[src/sv/qpc_pkg.sv]
// Package for the quadrature position counter.
// Holds widths, codes, the work-entry struct and the step decode functions.
// No dependencies.
package qpc_pkg;

   localparam int ENC_COUNT   = 4;
   localparam int IDX_W       = (ENC_COUNT > 1) ? $clog2(ENC_COUNT) : 1;
   localparam int FIELD_IDX_W = 2;
   localparam int POS_W       = 32;
   localparam int STEP_W      = 2;
   localparam int MASK_W      = 4;
   localparam int CSR_DATA_W  = 4;
   localparam int CSR_IDX_W   = 1;
   localparam int QUEUE_DEPTH = 2;
   localparam int QPTR_W      = $clog2(QUEUE_DEPTH);
   localparam int QCNT_W      = $clog2(QUEUE_DEPTH + 1);

   typedef logic [1:0]              pair_type;
   typedef logic signed [STEP_W-1:0] step_type;
   typedef logic signed [POS_W-1:0]  position_type;

   localparam step_type STEP_ZERO  = 2'sb00;
   localparam step_type STEP_PLUS  = 2'sb01;
   localparam step_type STEP_MINUS = 2'sb11;

   typedef enum logic [CSR_IDX_W-1:0] {
      REG_REVERSE_MASK = 1'b0,
      REG_DECODE_MODE  = 1'b1
   } csr_reg_type;

   typedef enum logic {
      MODE_FULL = 1'b0,
      MODE_EDGE = 1'b1
   } decode_mode_type;

   typedef enum logic [1:0] {
      OP_SAMPLE,
      OP_LOAD,
      OP_SKIP
   } op_type;

   typedef struct packed {
      logic                  enable;
      logic [CSR_IDX_W-1:0]  index;
      logic [CSR_DATA_W-1:0] data;
   } csr_write_type;

   typedef struct packed {
      op_type          op;
      logic [IDX_W-1:0] idx;
      pair_type        pair;
      logic            reverse;
      decode_mode_type mode;
      position_type    new_position;
   } work_type;

   function automatic pair_type gray_next(input pair_type p);
      pair_type n;
      unique case (p)
         2'b00:   n = 2'b01;
         2'b01:   n = 2'b11;
         2'b11:   n = 2'b10;
         default: n = 2'b00;
      endcase
      return n;
   endfunction

   function automatic step_type full_step(input pair_type prev, input pair_type cur);
      step_type s;
      if (gray_next(prev) == cur) begin
         s = STEP_PLUS;
      end else if (gray_next(cur) == prev) begin
         s = STEP_MINUS;
      end else begin
         s = STEP_ZERO;
      end
      return s;
   endfunction

   function automatic step_type edge_step(input pair_type prev, input pair_type cur);
      step_type s;
      if (cur[1] == prev[1]) begin
         s = STEP_ZERO;
      end else if (cur[1] != cur[0]) begin
         s = STEP_PLUS;
      end else begin
         s = STEP_MINUS;
      end
      return s;
   endfunction

endpackage

[src/sv/qpc_if.sv]
// Channel interfaces for the quadrature position counter.
// Request and response words with valid/ready; depends on qpc_pkg.
interface qpc_req_if;
   logic                          valid;
   logic                          ready;
   logic                          func;
   logic [qpc_pkg::FIELD_IDX_W-1:0] encoder_index;
   logic                          phase_a;
   logic                          phase_b;
   logic signed [qpc_pkg::POS_W-1:0] new_position;

   modport source (output valid, func, encoder_index, phase_a, phase_b, new_position,
                   input ready);
   modport sink (input valid, func, encoder_index, phase_a, phase_b, new_position,
                 output ready);
endinterface

interface qpc_rsp_if;
   logic                              valid;
   logic                              ready;
   logic signed [qpc_pkg::POS_W-1:0]  position_out;
   logic signed [qpc_pkg::STEP_W-1:0] step_taken;

   modport source (output valid, position_out, step_taken, input ready);
   modport sink (input valid, position_out, step_taken, output ready);
endinterface

[src/sv/qpc_front.sv]
// Front end: holds the configuration registers, accepts request words and
// classifies them into work entries. Depends on qpc_pkg and qpc_if.
module qpc_front (
   input  logic                  clock,
   input  logic                  reset,
   qpc_req_if.sink               req_chan,
   input  qpc_pkg::csr_write_type csr_write,
   output logic                  push_valid,
   output qpc_pkg::work_type     push_entry,
   input  logic                  push_ready
);

   logic [qpc_pkg::MASK_W-1:0] reverse_mask_ff, reverse_mask_in;
   qpc_pkg::decode_mode_type   decode_mode_ff, decode_mode_in;

   always_comb begin
      reverse_mask_in = reverse_mask_ff;
      decode_mode_in  = decode_mode_ff;
      if (csr_write.enable) begin
         unique case (qpc_pkg::csr_reg_type'(csr_write.index))
            qpc_pkg::REG_REVERSE_MASK: reverse_mask_in = csr_write.data;
            qpc_pkg::REG_DECODE_MODE:
               decode_mode_in = qpc_pkg::decode_mode_type'(csr_write.data[0]);
         endcase
      end
   end

   always_ff @(posedge clock) begin
      if (reset) begin
         reverse_mask_ff <= '0;
         decode_mode_ff  <= qpc_pkg::MODE_FULL;
      end else begin
         reverse_mask_ff <= reverse_mask_in;
         decode_mode_ff  <= decode_mode_in;
      end
   end

   always_comb begin
      push_entry.idx          = qpc_pkg::IDX_W'(req_chan.encoder_index);
      push_entry.pair         = {req_chan.phase_a, req_chan.phase_b};
      push_entry.reverse      = reverse_mask_ff[req_chan.encoder_index];
      push_entry.mode         = decode_mode_ff;
      push_entry.new_position = req_chan.new_position;
      if (32'(req_chan.encoder_index) >= qpc_pkg::ENC_COUNT) begin
         push_entry.op = qpc_pkg::OP_SKIP;
      end else if (req_chan.func) begin
         push_entry.op = qpc_pkg::OP_LOAD;
      end else begin
         push_entry.op = qpc_pkg::OP_SAMPLE;
      end
   end

   assign push_valid     = req_chan.valid;
   assign req_chan.ready = push_ready;

endmodule

[src/sv/qpc_queue.sv]
// Short work queue between front and back end.
// Two-entry register FIFO of work entries; depends on qpc_pkg.
module qpc_queue (
   input  logic              clock,
   input  logic              reset,
   input  logic              push_valid,
   input  qpc_pkg::work_type push_entry,
   output logic              push_ready,
   output logic              pop_valid,
   output qpc_pkg::work_type pop_entry,
   input  logic              pop_ready
);

   qpc_pkg::work_type           entry_ff [qpc_pkg::QUEUE_DEPTH];
   logic [qpc_pkg::QPTR_W-1:0]  wptr_ff, wptr_in;
   logic [qpc_pkg::QPTR_W-1:0]  rptr_ff, rptr_in;
   logic [qpc_pkg::QCNT_W-1:0]  count_ff, count_in;
   logic                        push;
   logic                        pop;

   assign push_ready = (32'(count_ff) != qpc_pkg::QUEUE_DEPTH);
   assign pop_valid  = (count_ff != '0);
   assign pop_entry  = entry_ff[rptr_ff];
   assign push       = push_valid && push_ready;
   assign pop        = pop_valid && pop_ready;

   always_comb begin
      wptr_in  = push ? wptr_ff + 1'b1 : wptr_ff;
      rptr_in  = pop ? rptr_ff + 1'b1 : rptr_ff;
      count_in = count_ff;
      if (push && !pop) begin
         count_in = count_ff + 1'b1;
      end else if (pop && !push) begin
         count_in = count_ff - 1'b1;
      end
   end

   always_ff @(posedge clock) begin
      if (reset) begin
         wptr_ff  <= '0;
         rptr_ff  <= '0;
         count_ff <= '0;
      end else begin
         wptr_ff  <= wptr_in;
         rptr_ff  <= rptr_in;
         count_ff <= count_in;
      end
   end

   always_ff @(posedge clock) begin
      if (push) begin
         entry_ff[wptr_ff] <= push_entry;
      end
   end

endmodule

[src/sv/qpc_back.sv]
// Back end: per-encoder phase and position state, step decode, update and
// the response register. Depends on qpc_pkg and qpc_if.
module qpc_back (
   input  logic              clock,
   input  logic              reset,
   input  logic              pop_valid,
   input  qpc_pkg::work_type pop_entry,
   output logic              pop_ready,
   qpc_rsp_if.source         rsp_chan
);

   qpc_pkg::pair_type     last_phases_ff [qpc_pkg::ENC_COUNT];
   qpc_pkg::position_type position_ff [qpc_pkg::ENC_COUNT];
   logic                  out_valid_ff, out_valid_in;
   qpc_pkg::position_type rsp_position_ff, rsp_position_in;
   qpc_pkg::step_type     rsp_step_ff, rsp_step_in;
   qpc_pkg::pair_type     prev_pair;
   qpc_pkg::position_type pos_old;
   qpc_pkg::step_type     raw_step;
   qpc_pkg::step_type     dir_step;
   logic                  pop;

   assign pop_ready = !out_valid_ff || rsp_chan.ready;
   assign pop       = pop_valid && pop_ready;

   always_comb begin
      prev_pair = last_phases_ff[pop_entry.idx];
      pos_old   = position_ff[pop_entry.idx];
      unique case (pop_entry.mode)
         qpc_pkg::MODE_FULL: raw_step = qpc_pkg::full_step(prev_pair, pop_entry.pair);
         qpc_pkg::MODE_EDGE: raw_step = qpc_pkg::edge_step(prev_pair, pop_entry.pair);
      endcase
      dir_step = pop_entry.reverse ? -raw_step : raw_step;
      unique case (pop_entry.op)
         qpc_pkg::OP_SAMPLE: begin
            rsp_step_in     = dir_step;
            rsp_position_in = pos_old + {{(qpc_pkg::POS_W-qpc_pkg::STEP_W){dir_step[1]}},
                                         dir_step};
         end
         qpc_pkg::OP_LOAD: begin
            rsp_step_in     = qpc_pkg::STEP_ZERO;
            rsp_position_in = pop_entry.new_position;
         end
         default: begin
            rsp_step_in     = qpc_pkg::STEP_ZERO;
            rsp_position_in = '0;
         end
      endcase
   end

   always_comb begin
      if (pop) begin
         out_valid_in = 1'b1;
      end else if (rsp_chan.ready) begin
         out_valid_in = 1'b0;
      end else begin
         out_valid_in = out_valid_ff;
      end
   end

   always_ff @(posedge clock) begin
      if (reset) begin
         out_valid_ff <= 1'b0;
         for (int i = 0; i < qpc_pkg::ENC_COUNT; i++) begin
            last_phases_ff[i] <= '0;
            position_ff[i]    <= '0;
         end
      end else begin
         out_valid_ff <= out_valid_in;
         if (pop && pop_entry.op == qpc_pkg::OP_SAMPLE) begin
            last_phases_ff[pop_entry.idx] <= pop_entry.pair;
            position_ff[pop_entry.idx]    <= rsp_position_in;
         end else if (pop && pop_entry.op == qpc_pkg::OP_LOAD) begin
            position_ff[pop_entry.idx] <= rsp_position_in;
         end
      end
   end

   always_ff @(posedge clock) begin
      if (pop) begin
         rsp_position_ff <= rsp_position_in;
         rsp_step_ff     <= rsp_step_in;
      end
   end

   assign rsp_chan.valid        = out_valid_ff;
   assign rsp_chan.position_out = rsp_position_ff;
   assign rsp_chan.step_taken   = rsp_step_ff;

   a_load_no_step: assert property (@(posedge clock) disable iff (reset)
      pop && pop_entry.op == qpc_pkg::OP_LOAD |=> rsp_step_ff == qpc_pkg::STEP_ZERO)
      else $error("load word reported a nonzero step");

   a_load_value: assert property (@(posedge clock) disable iff (reset)
      pop && pop_entry.op == qpc_pkg::OP_LOAD
      |=> rsp_position_ff == $past(pop_entry.new_position))
      else $error("load word did not return the loaded position");

   a_pair_stored: assert property (@(posedge clock) disable iff (reset)
      pop && pop_entry.op == qpc_pkg::OP_SAMPLE
      |=> last_phases_ff[$past(pop_entry.idx)] == $past(pop_entry.pair))
      else $error("sample word did not update the remembered phases");

   a_step_legal: assert property (@(posedge clock) disable iff (reset)
      out_valid_ff |-> rsp_step_ff != 2'sb10)
      else $error("illegal step code on response");

endmodule

[src/sv/quadrature_position_counter.sv]
// Quadrature position counter with four encoder channels, x4 or A-edge decode.
// Top level: front end, work queue and back end; depends on qpc_pkg and qpc_if.
//
// One word is accepted per clock while the response side is not stalled, and
// every word returns one response, held in the queue and then in the back end's
// response register. The rate is set by the back end's read-modify-write of the
// addressed encoder's phase pair and position; the two-entry queue lets the
// request side keep accepting, until full, while a response waits to be taken.
module quadrature_position_counter (
   input  logic                            clock,
   input  logic                            reset,
   qpc_req_if.sink                         req_chan,
   qpc_rsp_if.source                       rsp_chan,
   input  logic                            csr_write_enable,
   input  logic [qpc_pkg::CSR_IDX_W-1:0]   csr_index,
   input  logic [qpc_pkg::CSR_DATA_W-1:0]  csr_write_data
);

   qpc_pkg::csr_write_type csr_write;
   logic                   push_valid;
   qpc_pkg::work_type      push_entry;
   logic                   push_ready;
   logic                   pop_valid;
   qpc_pkg::work_type      pop_entry;
   logic                   pop_ready;

   assign csr_write.enable = csr_write_enable;
   assign csr_write.index  = csr_index;
   assign csr_write.data   = csr_write_data;

   qpc_front u_front (
      .clock      (clock),
      .reset      (reset),
      .req_chan   (req_chan),
      .csr_write  (csr_write),
      .push_valid (push_valid),
      .push_entry (push_entry),
      .push_ready (push_ready)
   );

   qpc_queue u_queue (
      .clock      (clock),
      .reset      (reset),
      .push_valid (push_valid),
      .push_entry (push_entry),
      .push_ready (push_ready),
      .pop_valid  (pop_valid),
      .pop_entry  (pop_entry),
      .pop_ready  (pop_ready)
   );

   qpc_back u_back (
      .clock     (clock),
      .reset     (reset),
      .pop_valid (pop_valid),
      .pop_entry (pop_entry),
      .pop_ready (pop_ready),
      .rsp_chan  (rsp_chan)
   );

endmodule
[src/flat_wrapper.sv]
// flat-port wrapper written by rule: the top's interface ports become plain ports
module quadrature_position_counter_flat 
  (clock, reset, csr_write_enable, csr_index, csr_write_data, req_chan_valid, req_chan_func, req_chan_encoder_index, req_chan_phase_a, req_chan_phase_b, req_chan_new_position, req_chan_ready, rsp_chan_valid, rsp_chan_position_out, rsp_chan_step_taken, rsp_chan_ready);
  qpc_req_if req_chan_i ();
  qpc_rsp_if rsp_chan_i ();
  input  logic clock;
  input  logic reset;
  input  logic csr_write_enable;
  input  logic [qpc_pkg::CSR_IDX_W-1:0] csr_index;
  input  logic [qpc_pkg::CSR_DATA_W-1:0] csr_write_data;
  input wire logic [$bits(req_chan_i.valid)-1:0] req_chan_valid;
  input wire logic [$bits(req_chan_i.func)-1:0] req_chan_func;
  input wire logic [$bits(req_chan_i.encoder_index)-1:0] req_chan_encoder_index;
  input wire logic [$bits(req_chan_i.phase_a)-1:0] req_chan_phase_a;
  input wire logic [$bits(req_chan_i.phase_b)-1:0] req_chan_phase_b;
  input wire logic [$bits(req_chan_i.new_position)-1:0] req_chan_new_position;
  output wire logic [$bits(req_chan_i.ready)-1:0] req_chan_ready;
  output wire logic [$bits(rsp_chan_i.valid)-1:0] rsp_chan_valid;
  output wire logic [$bits(rsp_chan_i.position_out)-1:0] rsp_chan_position_out;
  output wire logic [$bits(rsp_chan_i.step_taken)-1:0] rsp_chan_step_taken;
  input wire logic [$bits(rsp_chan_i.ready)-1:0] rsp_chan_ready;
  assign req_chan_i.valid = req_chan_valid;
  assign req_chan_i.func = req_chan_func;
  assign req_chan_i.encoder_index = req_chan_encoder_index;
  assign req_chan_i.phase_a = req_chan_phase_a;
  assign req_chan_i.phase_b = req_chan_phase_b;
  assign req_chan_i.new_position = req_chan_new_position;
  assign req_chan_ready = req_chan_i.ready;
  assign rsp_chan_valid = rsp_chan_i.valid;
  assign rsp_chan_position_out = rsp_chan_i.position_out;
  assign rsp_chan_step_taken = rsp_chan_i.step_taken;
  assign rsp_chan_i.ready = rsp_chan_ready;
  quadrature_position_counter u_core (.clock(clock), .reset(reset), .req_chan(req_chan_i), .rsp_chan(rsp_chan_i), .csr_write_enable(csr_write_enable), .csr_index(csr_index), .csr_write_data(csr_write_data));
endmodule
[config.mk]
export PLATFORM = sky130hd
export DESIGN_NAME = quadrature_position_counter_flat
export DESIGN_NICKNAME = d
export VERILOG_FILES = /design/src/sv/qpc_pkg.sv /design/src/sv/qpc_if.sv /design/src/sv/qpc_front.sv /design/src/sv/qpc_queue.sv /design/src/sv/qpc_back.sv /design/src/sv/quadrature_position_counter.sv /design/src/flat_wrapper.sv
export SDC_FILE = /design/constraint.sdc
export NUM_CORES = 1
export LEC_CHECK = 0
export BUFFER_PORTS_ARGS = -buffer_cell sky130_fd_sc_hd__buf_2
export CORE_ASPECT_RATIO = 1.1
export CORE_MARGIN = 2
export CORE_UTILIZATION = 60
export DETAILED_ROUTE_END_ITERATION = 8
export PLACE_DENSITY = 0.76
export SLEW_MARGIN = 0
export SYNTH_ARGS = -nofsm -noshare
export SYNTH_HDL_FRONTEND = slang
export SYNTH_SLANG_ARGS = --single-unit
[constraint.sdc]
create_clock -name clock -period 6.55 [get_ports clock]
set_clock_uncertainty 0.15 [all_clocks]
set_input_delay 0.655 -clock clock [delete_from_list [all_inputs] [get_ports clock]]
set_output_delay 0.655 -clock clock [all_outputs]
set_load 0.05 [all_outputs]
==> impl_results.md, run 1 <==
* Remaining DRCs at 0
* CTS tree: built
* Crit path launch type: flip-flop
* Slew at the pin with the worst max-slew slack at approximately 1100 ps
* Worst VDD drop at about 0.48 mV
* Post-route ant nets at 0
* Via count at 9,432
* Crit Path Category: flip-flop to flip-flop
* Area leader, netlist: edfxtp_1
* Number of global-route vias before repair at between 9,000 and 10,000
* WL final at a little over 30,000 um
* CTS clk-pin slew, worst paths at 60 ps
* Slew headroom at around a quarter
* Class of the worst hold path: input pin to flip-flop
* Commonest non-fill, non-tap cell in the layout: edfxtp_1
* Die Span Y at between 150 and 200 um
* CP Capture Type: flip-flop
* CTS Hold Buffers Added at 0
* Worst R2R End: u_core.u_back.rsp_chan.position_out[24]
* Syn_area_per_cell at roughly 12 sq um
* FP Rows at 57
* Final setup violation count at 0
* Area of the die at between 0.02 and 0.025 sq mm
* # H-tree levels at 1
* DR iter-0 viols at 906
* Top Ports at 83
* Global-route wire length before repair at approximately 48,000 um
* Clk sinks at approximately 260
* Routed WL per cell at approximately 20 um
* Fillers at around 1,700
* R2R depth at 16
* Total grt overflow at 0
* Reg2reg setup slack at between 800 and 900 ps
* Max cap viols at 0
* Initial core utilization at between 60% and 70%
* Multi-input gate area in the final layout at approximately 0.0053 sq mm
* CP required at around 6700 ps
* Pre-antenna DRT Iters at 6
* Inserted Clock Buffers at 26
* Register area at between 0.007 and 0.008 sq mm
* FMAX at ~180 MHz
* Detailed placer's ending HPWL at about 20,000 um
* P_leak at ~5.7 nW
* Unrepaired setup endpoints after global routing: false
* CP endpoint: u_core.u_back.rsp_chan.position_out[24]
* CORE AREA at approximately 0.022 sq mm
* Buffers on Ports at a little over 80
* Pwr Density at 552.5 mW/mm^2
* Most frequent cells in the layout: edfxtp_1, nor2_1, mux2i_1, buf_2, nand2_1
* Asr flop ratio synth at 0%
* Nets at 1,277
* Total negative setup slack at 0 ps
* All-Layer GR Usage at about a quarter
* Number of synthesized flops with an enable pin at between 200 and 250
* Register area share after synthesis at a little under three fifths
* Final hold violation count at 0
* Syn_nets at 1,207
* Layout cell share with drive strength beyond 1 at between 10% and 20%
* Synth cell types at between 70 and 80
* Area growth syn-to-layout at 11.66%
* Critical Path Fanout Max at 45
* Part of the cycle the worst path needs at between 80 and 90%
* Ys Warns at 0
* Arrival time at the worst endpoint at roughly 5800 ps
* Layout Utilization at slightly below 70%
* Post-layout min period at about 5700 ps
* Slew Viols, Final at 0
* Initial antenna violation count at 1
* Synthesized flop and latch total at between 200 and 300
* Clock Tree Buf Depth at 3
* Vias/cell at around 6.1
* Synth area leaders: edfxtp_1, mux2i_1, nor2_1
* Clock Tree Root: clkbuf_16
* Placer Congestion at ~0.93
* Clk Latency, worst-skew pair at 540 ps
* Post-Syn Area at between 0.01 and 0.015 sq mm
* Largest net degree at the start of global routing at between 50 and 60
* Post-synth top flop: edfxtp_1
* Post-CTS resize count at 0
* Die W at 146.1 um
* Top cell type's share of synthesized area at between 50 and 60%
* Syn Inst Count at roughly 1,100
* Status: finished clean
* Setup Buffers After CTS at 0
==> worst max-delay path, cell delays in order (launching register included) <==
cell	delay, ps
dfxtp_2	670
mux2_4	400
mux4_2	510
mux2i_1	150
o221a_2	280
o22ai_4	160
buf_4	470
xnor2_1	120
ha_1	240
o21ba_2	240
o31a_1	270
nor3_1	260
nor2_1	160
a21o_1	200
o32ai_1	500
mux2i_1	450
nor2_1	130
==> where the power goes <==
part	total [mW]	leakage, nW	switching, mW	internal [mW]
combinational	4.20	2.69	2.89	1.31
clock	1.50	0.420	0.613	0.892
sequential	2.52	2.56	0.157	2.36
total	8.22	5.67	3.65	4.57
==> synth_stat cells (14+ instances only) <==
library cell	n
a211oi_1	21
a21oi_1	52
clkbuf_1	35
edfxtp_1	248
inv_1	34
mux2i_1	127
nand2_1	72
nand2b_1	16
nand3_1	19
nor2_1	178
nor2b_1	18
nor3_1	38
o21ai_0	17
or3_1	14
xnor2_1	29
xor2_1	15
==> worst min path at each step <==
stage | start | to | slack, ps | cells after the start
after floorplan | u_core.u_front.decode_mode_ff | u_core.u_queue.entry_ff[0][32] | 280 | 0
after global placement | u_core.u_front.decode_mode_ff | u_core.u_queue.entry_ff[0][32] | 300 | 0
after detailed placement | u_core.u_front.decode_mode_ff | u_core.u_queue.entry_ff[1][32] | 310 | 0
after CTS | req_chan_new_position[1] | u_core.u_queue.entry_ff[0][1] | 140 | 1
after global routing | req_chan_new_position[1] | u_core.u_queue.entry_ff[0][1] | 140 | 1
final | req_chan_new_position[29] | u_core.u_queue.entry_ff[1][29] | 150 | 1
==> area by class of cell <==
| cell class | instances | share of cell area [%] |
|---|---|---|
| tap | 295 | 2.480 |
| inverter | 36 | 0.9248 |
| clock inverter | 12 | 0.9248 |
| sequential | 259 | 51.53 |
| timing repair buffer | 101 | 3.716 |
| antenna | 1 | 0.01681 |
| multi-input combinational | 795 | 35.54 |
| clock buffer | 35 | 4.876 |
==> flip-flops by register name, indices dropped and copies added, names as in the netlist, named ones only <==
signal and cells:
u_core.u_back.position_ff 128, u_core.u_queue.entry_ff 78, u_core.u_back.rsp_chan.position_out 32, u_core.u_back.last_phases_ff 8
u_core.u_front.reverse_mask_ff 4, u_core.u_back.rsp_chan.step_taken 2, u_core.u_queue.count_ff 2, u_core.u_back.rsp_chan.valid 1
u_core.u_front.decode_mode_ff 1, u_core.u_queue.rptr_ff 1, u_core.u_queue.wptr_ff 1
==> per-layer routing <==
| layer | routed length (um) | global-route usage, % |
|---|---|---|
| met2 | 14850 | 43.29 |
| met1 | 12830 | 35.33 |
| met5 | 0 | 0 |
| met3 | 2262 | 4.574 |
| met4 | 755 | 7.679 |
==> logic make-up after synthesis <==
group,share of synthesized area (%)
adders and majority gates,1.033
DFF,57.52
and+or+nand+nor,14.94
AOI/OAI and AO/OA,9.350
muxes,11.16
buffers and inverters,3.098
xor gates and xnor gates,2.891
==> through the flow <==
stage | total power [mW] | setup WS [ps] | cells | hold slack (ps) | area (sq um)
4_1_cts | 8.186 | 922.9 | 1533 | 139.1 | 14880
3_3_place_gp | 6.597 | 1075 | 1486 | 303.0 | 14020
6_report | 8.223 | 879.7 | 1534 | 153.6 | 14880
2_1_floorplan | 5.660 | 1491 | 1149 | 275.4 | 13330
3_5_place_dp | 6.676 | 943.9 | 1486 | 310.5 | 14020
5_1_grt | 8.667 | 477.2 | 1533 | 137.6 | 14880
No activity file was read; power rests on OpenSTA's default activity.
==> inputs of run 2 (changes only) <==
--- a/config.mk
+++ b/config.mk
@@ -5,6 +5,7 @@
 export SDC_FILE = /design/constraint.sdc
 export NUM_CORES = 1
 export LEC_CHECK = 0
+export ABC_AREA = 1
 export BUFFER_PORTS_ARGS = -buffer_cell sky130_fd_sc_hd__buf_2
 export CORE_ASPECT_RATIO = 1.1
 export CORE_MARGIN = 2
==> impl_results.md, run 2 <==
* Unrepaired setup endpoints after global routing: false
* Crit path launch type: flip-flop
* Initial core utilization at 60.55% (-0.13 points)
* Global-route wire length before repair at 51,740 um (+7.6%)
* Remaining DRCs at 0 (unchanged)
* CTS tree: built
* CTS clk-pin slew, worst paths at 70 ps (about the same)
* Synthesized flop and latch total at 259 (unchanged)
* Area growth syn-to-layout at 10.95%
* Clock Tree Buf Depth at 3 (unchanged)
* Area leader, netlist: edfxtp_1
* Inserted Clock Buffers at 25 (-3.8%)
* Slew headroom at 25.72% (-0.68 points)
* Diodes inserted at 0 (-1)
* Arrival time at the worst endpoint at 5640 ps (-140 ps)
* Syn_nets at 1,475 (+22%)
* FMAX at 180.9 MHz (+2.6%)
* Synth cell types at 51 (-33%)
* CORE AREA at 0.02189 sq mm (-0.33%)
* Nets at 1,545 (+21%)
* Initial antenna violation count at 0 (-1)
* Largest net degree at the start of global routing at 43 (-22%)
* Setup ws final at 1021 ps (+141.3 ps)
* # H-tree levels at 1 (unchanged)
* Syn Inst Count at 1,417 (+23%)
* Buffers on Ports at 82 (unchanged)
* Max reg flops at 128 (unchanged)
* CTS Hold Buffers Added at 0 (unchanged)
* Via count at 10,231 (+8.5%)
* Post-layout min period at 5529 ps (-141.3 ps)
* Clk Latency, worst-skew pair at 530 ps (about the same)
* Slowest CP cell: inv_2
* Clock Tree Root: clkbuf_16
* Final instance area at 0.01471 sq mm (-1.2%)
* Post-route ant nets at 0 (unchanged)
* Most frequent cell after synthesis: nor2_1
* WL final at 32,880 um (+7.1%)
* Most flop-heavy register: u_core.u_back.position_ff
* Commonest cells post-synth: nor2_1, nand2_1, edfxtp_1
* Register area share after synthesis at 57.84% (+0.31 points)
* Detailed placer's ending HPWL at 22,270 um (+10%)
* Total grt overflow at 0 (unchanged)
* Syn_area_per_cell at 9.355 sq um (-19%)
* Routed WL per cell at 18.28 um (-8.7%)
* Buf/Inv on CP at 5 (+4)
* Post-Syn Area at 0.01326 sq mm (-0.54%)
* Hold_sp: req_chan_new_position[2]
* DR iter-0 viols at 802 (-11%)
* Ys Warns at 0 (unchanged)
* Pre-antenna DRT Iters at 6 (unchanged)
* Final hold violation count at 0 (unchanged)
* Die W at 145.7 um (-0.26%)
* Placer Congestion at 1.037 (+11%)
* Post-synth top flop: edfxtp_1
* Top Ports at 83 (unchanged)
* Critical Path Fanout Max at 35 (-22%)
* Number of global-route vias before repair at 9,779 (+8.4%)
* Layout cell share with drive strength beyond 1 at 14.83% (+0.29 points)
* CP dominant cell by count: nand2_1
* Asr flop ratio synth at 0% (unchanged)
* Die Span Y at 159.9 um (-0.27%)
* Status: finished clean
* Part of the cycle the worst path needs at 84.41% (-2.2 points)
* Crit Path Category: flip-flop to flip-flop
* Synth area leaders: edfxtp_1, nor2_1, nand2_1
* Fillers at 1,768 (+2.2%)
* CP required at 6660 ps (about the same)
* Placement Setup Slack at 1091 ps (+147.4 ps)
* Layout Utilization at 67.18% (-0.58 points)
* Top cell type's share of synthesized area at 56.18% (+0.31 points)
* Final setup violation count at 0 (unchanged)
* Vias/cell at 5.687 (-7.5%)
* CP Capture Type: flip-flop
* Most frequent cells in the layout: nor2_1, nand2_1, edfxtp_1, inv_1, buf_2
* Crit path largest cell delay at 540 ps (-130 ps)
* Clk sinks at 259 (unchanged)
* CP delay by family, top: simple AND/OR/NAND/NOR gates
* Slew Viols, Final at 0 (unchanged)
* Number of synthesized flops with an enable pin at 248 (unchanged)
* Slew at the pin with the worst max-slew slack at 1112 ps (+10.25 ps)
* All-Layer GR Usage at 28.45% (+2.5 points)
* Total negative setup slack at 0 ps (unchanged)
* Setup Buffers After CTS at 0 (unchanged)
* Max cap viols at 0 (unchanged)
* Post-CTS resize count at 0 (unchanged)
* FP Rows at 57 (unchanged)
* Class of the worst hold path: input pin to flip-flop
* Area of the die at 0.02330 sq mm (-0.53%)
* Area after DPL at 0.01391 sq mm (-0.76%)
run 2: cell types whose count changed after synthesis, moves of 25 or more:
cell,before,now
mux2i_1,127,0
nand3_1,19,73
inv_1,34,163
or2_2,5,31
nand2_1,72,275
xnor2_1,29,4
nor3_1,38,4
nor2_1,178,276
o21ai_0,17,54
run 2: routing by layer:
metal  routed length [um]  global-route usage (%)
met5                    0                       0
met4                 1168                   10.78
met3                 2703                   4.743
met2                14910                   44.58
met1                14100                   40.36
run 2: cell families after synthesis:
family / after synthesis / share of synthesized area (%)
AOI/OAI and AO/OA: 171 / 8.636
xor gates and xnor gates: 23 / 1.633
adders and majority gates: 11 / 1.038
buffers and inverters: 230 / 7.183
DFF: 259 / 57.84
and+or+nand+nor: 723 / 23.67
run 2: area by class of cell:
class	count	area, sq um	area share, %
inverters	176	660.6	4.492
multi-input cells	928	4691	31.89
clock buffers	31	648.1	4.407
flip-flops and latches	259	7667	52.13
repair buffers	97	523.0	3.556
well taps	295	369.1	2.510
clock inverters	13	148.9	1.012
run 2: final timing paths:
check,to,slack (ps),depth (start not counted)
max reg2reg,u_core.u_back.position_ff[3][25],1020,29
max,u_core.u_back.position_ff[3][25],1020,29
min reg2reg,flip-flop,340,2
min,u_core.u_queue.entry_ff[1][2],160,1
run 2: stage by stage:
stage | cells | hold slack, ps
finish | 1799 | 157.6
CTS | 1799 | 141.3
detailed placement | 1755 | 321.4
floorplan | 1417 | 275.9
global placement | 1755 | 306.0
global route | 1799 | 150.6
Power of run 2 is left out: the tool's default activity adds up to more than one toggle a clock period on the data nets, which glitch-free logic cannot reach.
==> inputs of run 3 (changes only) <==
==> constraint.sdc (replaced) <==
create_clock -name clock -period 5.7 [get_ports clock]
set_clock_uncertainty 0.15 [all_clocks]
set_input_delay 0.57 -clock clock [delete_from_list [all_inputs] [get_ports clock]]
set_output_delay 0.57 -clock clock [all_outputs]
set_load 0.05 [all_outputs]
==> impl_results.md, run 3 (same netlist as run 2, synthesis figures left out) <==
* Status: finished clean
* CP Capture Type: flip-flop
* Clk sinks at 259 (unchanged)
* R2R depth at 25 (-14%)
* Reg2reg setup slack at 790 ps (-240 ps)
* WL final at 32,520 um (-1.1%)
* Hold endpoint: u_core.u_queue.entry_ff[0][0]
* Inserted Clock Buffers at 25 (unchanged)
* Post-layout min period at 4915 ps (-614.1 ps)
* Grt met1 use at 40.65% (+0.29 points)
* CP required at 5810 ps (-850 ps)
* Part of the cycle the worst path needs at 86.23% (+1.8 points)
* Initial antenna violation count at 0 (unchanged)
* Buffers on Ports at 82 (unchanged)
* CORE AREA at 0.02189 sq mm (unchanged)
* Area growth syn-to-layout at 11.48%
* Class of the worst hold path: input pin to flip-flop
* Area of the die at 0.02330 sq mm (unchanged)
* Fillers at 1,759 (-0.51%)
* Vias/cell at 5.601 (-1.5%)
* Final hold violation count at 0 (unchanged)
* Detailed placer's ending HPWL at 22,110 um (-0.72%)
* Initial core utilization at 60.55% (unchanged)
* Cell Count Post-Placement at 1,767 (+0.68%)
* Slew at the pin with the worst max-slew slack at 1110 ps (-1.090 ps)
* Remaining DRCs at 0 (unchanged)
* Die W at 145.7 um (unchanged)
* Worst R2R End: u_core.u_back.position_ff[0][21]
* Clock Tree Root: clkbuf_16
* Placer Congestion at 1.008 (-2.8%)
* Met2 Usage GRT at 44.17% (-0.41 points)
* CTS tree: built
* Clk Latency, worst-skew pair at 530 ps (about the same)
* Register area at 0.007667 sq mm (unchanged)
* Slew headroom at 25.79% (+0.073 points)
* GR peak layer: met2
* Unrepaired setup endpoints after global routing: false
* Most frequent cells in the layout: nor2_1, nand2_1, edfxtp_1, inv_1, buf_2
* Critical Path Fanout Max at 32 (-8.6%)
* Most flop-heavy register: u_core.u_back.position_ff
* Multi-input gate area in the final layout at 0.004691 sq mm (unchanged)
* CTS clk-pin slew, worst paths at 60 ps (about the same)
* Slew Viols, Final at 0 (unchanged)
* All-Layer GR Usage at 27.98% (-0.47 points)
* Crit Path Category: flip-flop to flip-flop
* Number of global-route vias before repair at 9,676 (-1.1%)
* Max reg flops at 128 (unchanged)
* FMAX at 203.5 MHz (+12%)
* Global-route wire length before repair at 51,030 um (-1.4%)
* Post-CTS resize count at 0 (unchanged)
* Max cap viols at 0 (unchanged)
* Final setup violation count at 0 (unchanged)
* CTS Hold Buffers Added at 0 (unchanged)
* Die Span Y at 159.9 um (unchanged)
* Nets at 1,557 (+0.78%)
* Layout cell share with drive strength beyond 1 at 15.29% (+0.47 points)
* Routed WL per cell at 17.94 um (-1.8%)
* Diodes inserted at 0 (unchanged)
* Arrival time at the worst endpoint at 5030 ps (-610 ps)
* # H-tree levels at 1 (unchanged)
* Pre-antenna DRT Iters at 6 (unchanged)
* Hold depth at 1 (unchanged)
* GR Util met3 at 3.857% (-0.89 points)
* DR iter-0 viols at 893 (+11%)
* Total negative setup slack at 0 ps (unchanged)
* Clock Tree Buf Depth at 3 (unchanged)
* Top Ports at 83 (unchanged)
* FP Rows at 57 (unchanged)
* Post-route ant nets at 0 (unchanged)
* Via count at 10,149 (-0.80%)
* Setup Buffers After CTS at 0 (unchanged)
* Hold_sp: req_chan_new_position[0]
* Total grt overflow at 0 (unchanged)
* Crit path launch type: flip-flop
* Post-Layout Cell Count at 1,812 (+0.72%)
* Largest net degree at the start of global routing at 43 (unchanged)
run 3: layer usage:
metal | routed length, um | share of wire (%)
met2 | 14690 | 45
met5 | 0 | 0
met3 | 2630 | 8.1
met4 | 907 | 2.8
met1 | 14280 | 44
run 3: worst max-delay path by stage:
stage                                 start                               end  slack, ps  cells past startpoint
6_report                          flip-flop  u_core.u_back.position_ff[0][21]        790                     25
5_1_grt                           flip-flop  u_core.u_back.position_ff[3][17]        210                     27
4_1_cts                           flip-flop  u_core.u_back.position_ff[2][26]        840                     31
3_5_place_dp                      flip-flop  u_core.u_back.position_ff[2][26]        850                     31
3_3_place_gp                      flip-flop  u_core.u_back.position_ff[2][26]        980                     31
2_1_floorplan  u_core.u_back.rsp_chan.valid   u_core.u_back.position_ff[2][0]        510                     10
run 3: metrics by stage:
step	hold WS (ps)	util (%)	area, sq um	worst slack (ps)
3_3_place_gp	288.6	63.95	14000	981.7
2_1_floorplan	275.9	-	13260	506.7
3_5_place_dp	307.8	63.95	14000	846.2
5_1_grt	70.61	67.50	14780	206.4
6_report	84.42	67.50	14780	785.0
4_1_cts	66.81	67.50	14780	836.7
run 3: critical path: stages, from the launching register on:
cell     delay [ps]
dfxtp_1         620
nand2_1         280
nand2_4         390
nand2_1         120
nand3_1         140
nand3_1         110
nand2_2         110
nand2_1          60
nand2_1          50
nand2_1          70
nand2_2         370
nand3_4         110
inv_2           380
ha_1            340
a21oi_1         200
inv_1            60
nand3_1          70
nand2_1         100
nor2_1          170
nand2_1         120
nand2_1          90
nand2_1          50
nand2_1          50
nand3_1          90
nand2_1         240
nor2_1           80
run 3: cell type report:
| cell class | count | share of cell area [%] |
|---|---|---|
| clock inverters | 7 | 0.4064 |
| clock buffers | 38 | 4.851 |
| inverters | 176 | 4.470 |
| flip-flops and latches | 259 | 51.88 |
| repair buffers | 109 | 4.149 |
| well taps | 295 | 2.498 |
| multi-input cells | 928 | 31.74 |
Power of run 3 is left out for the same reason.
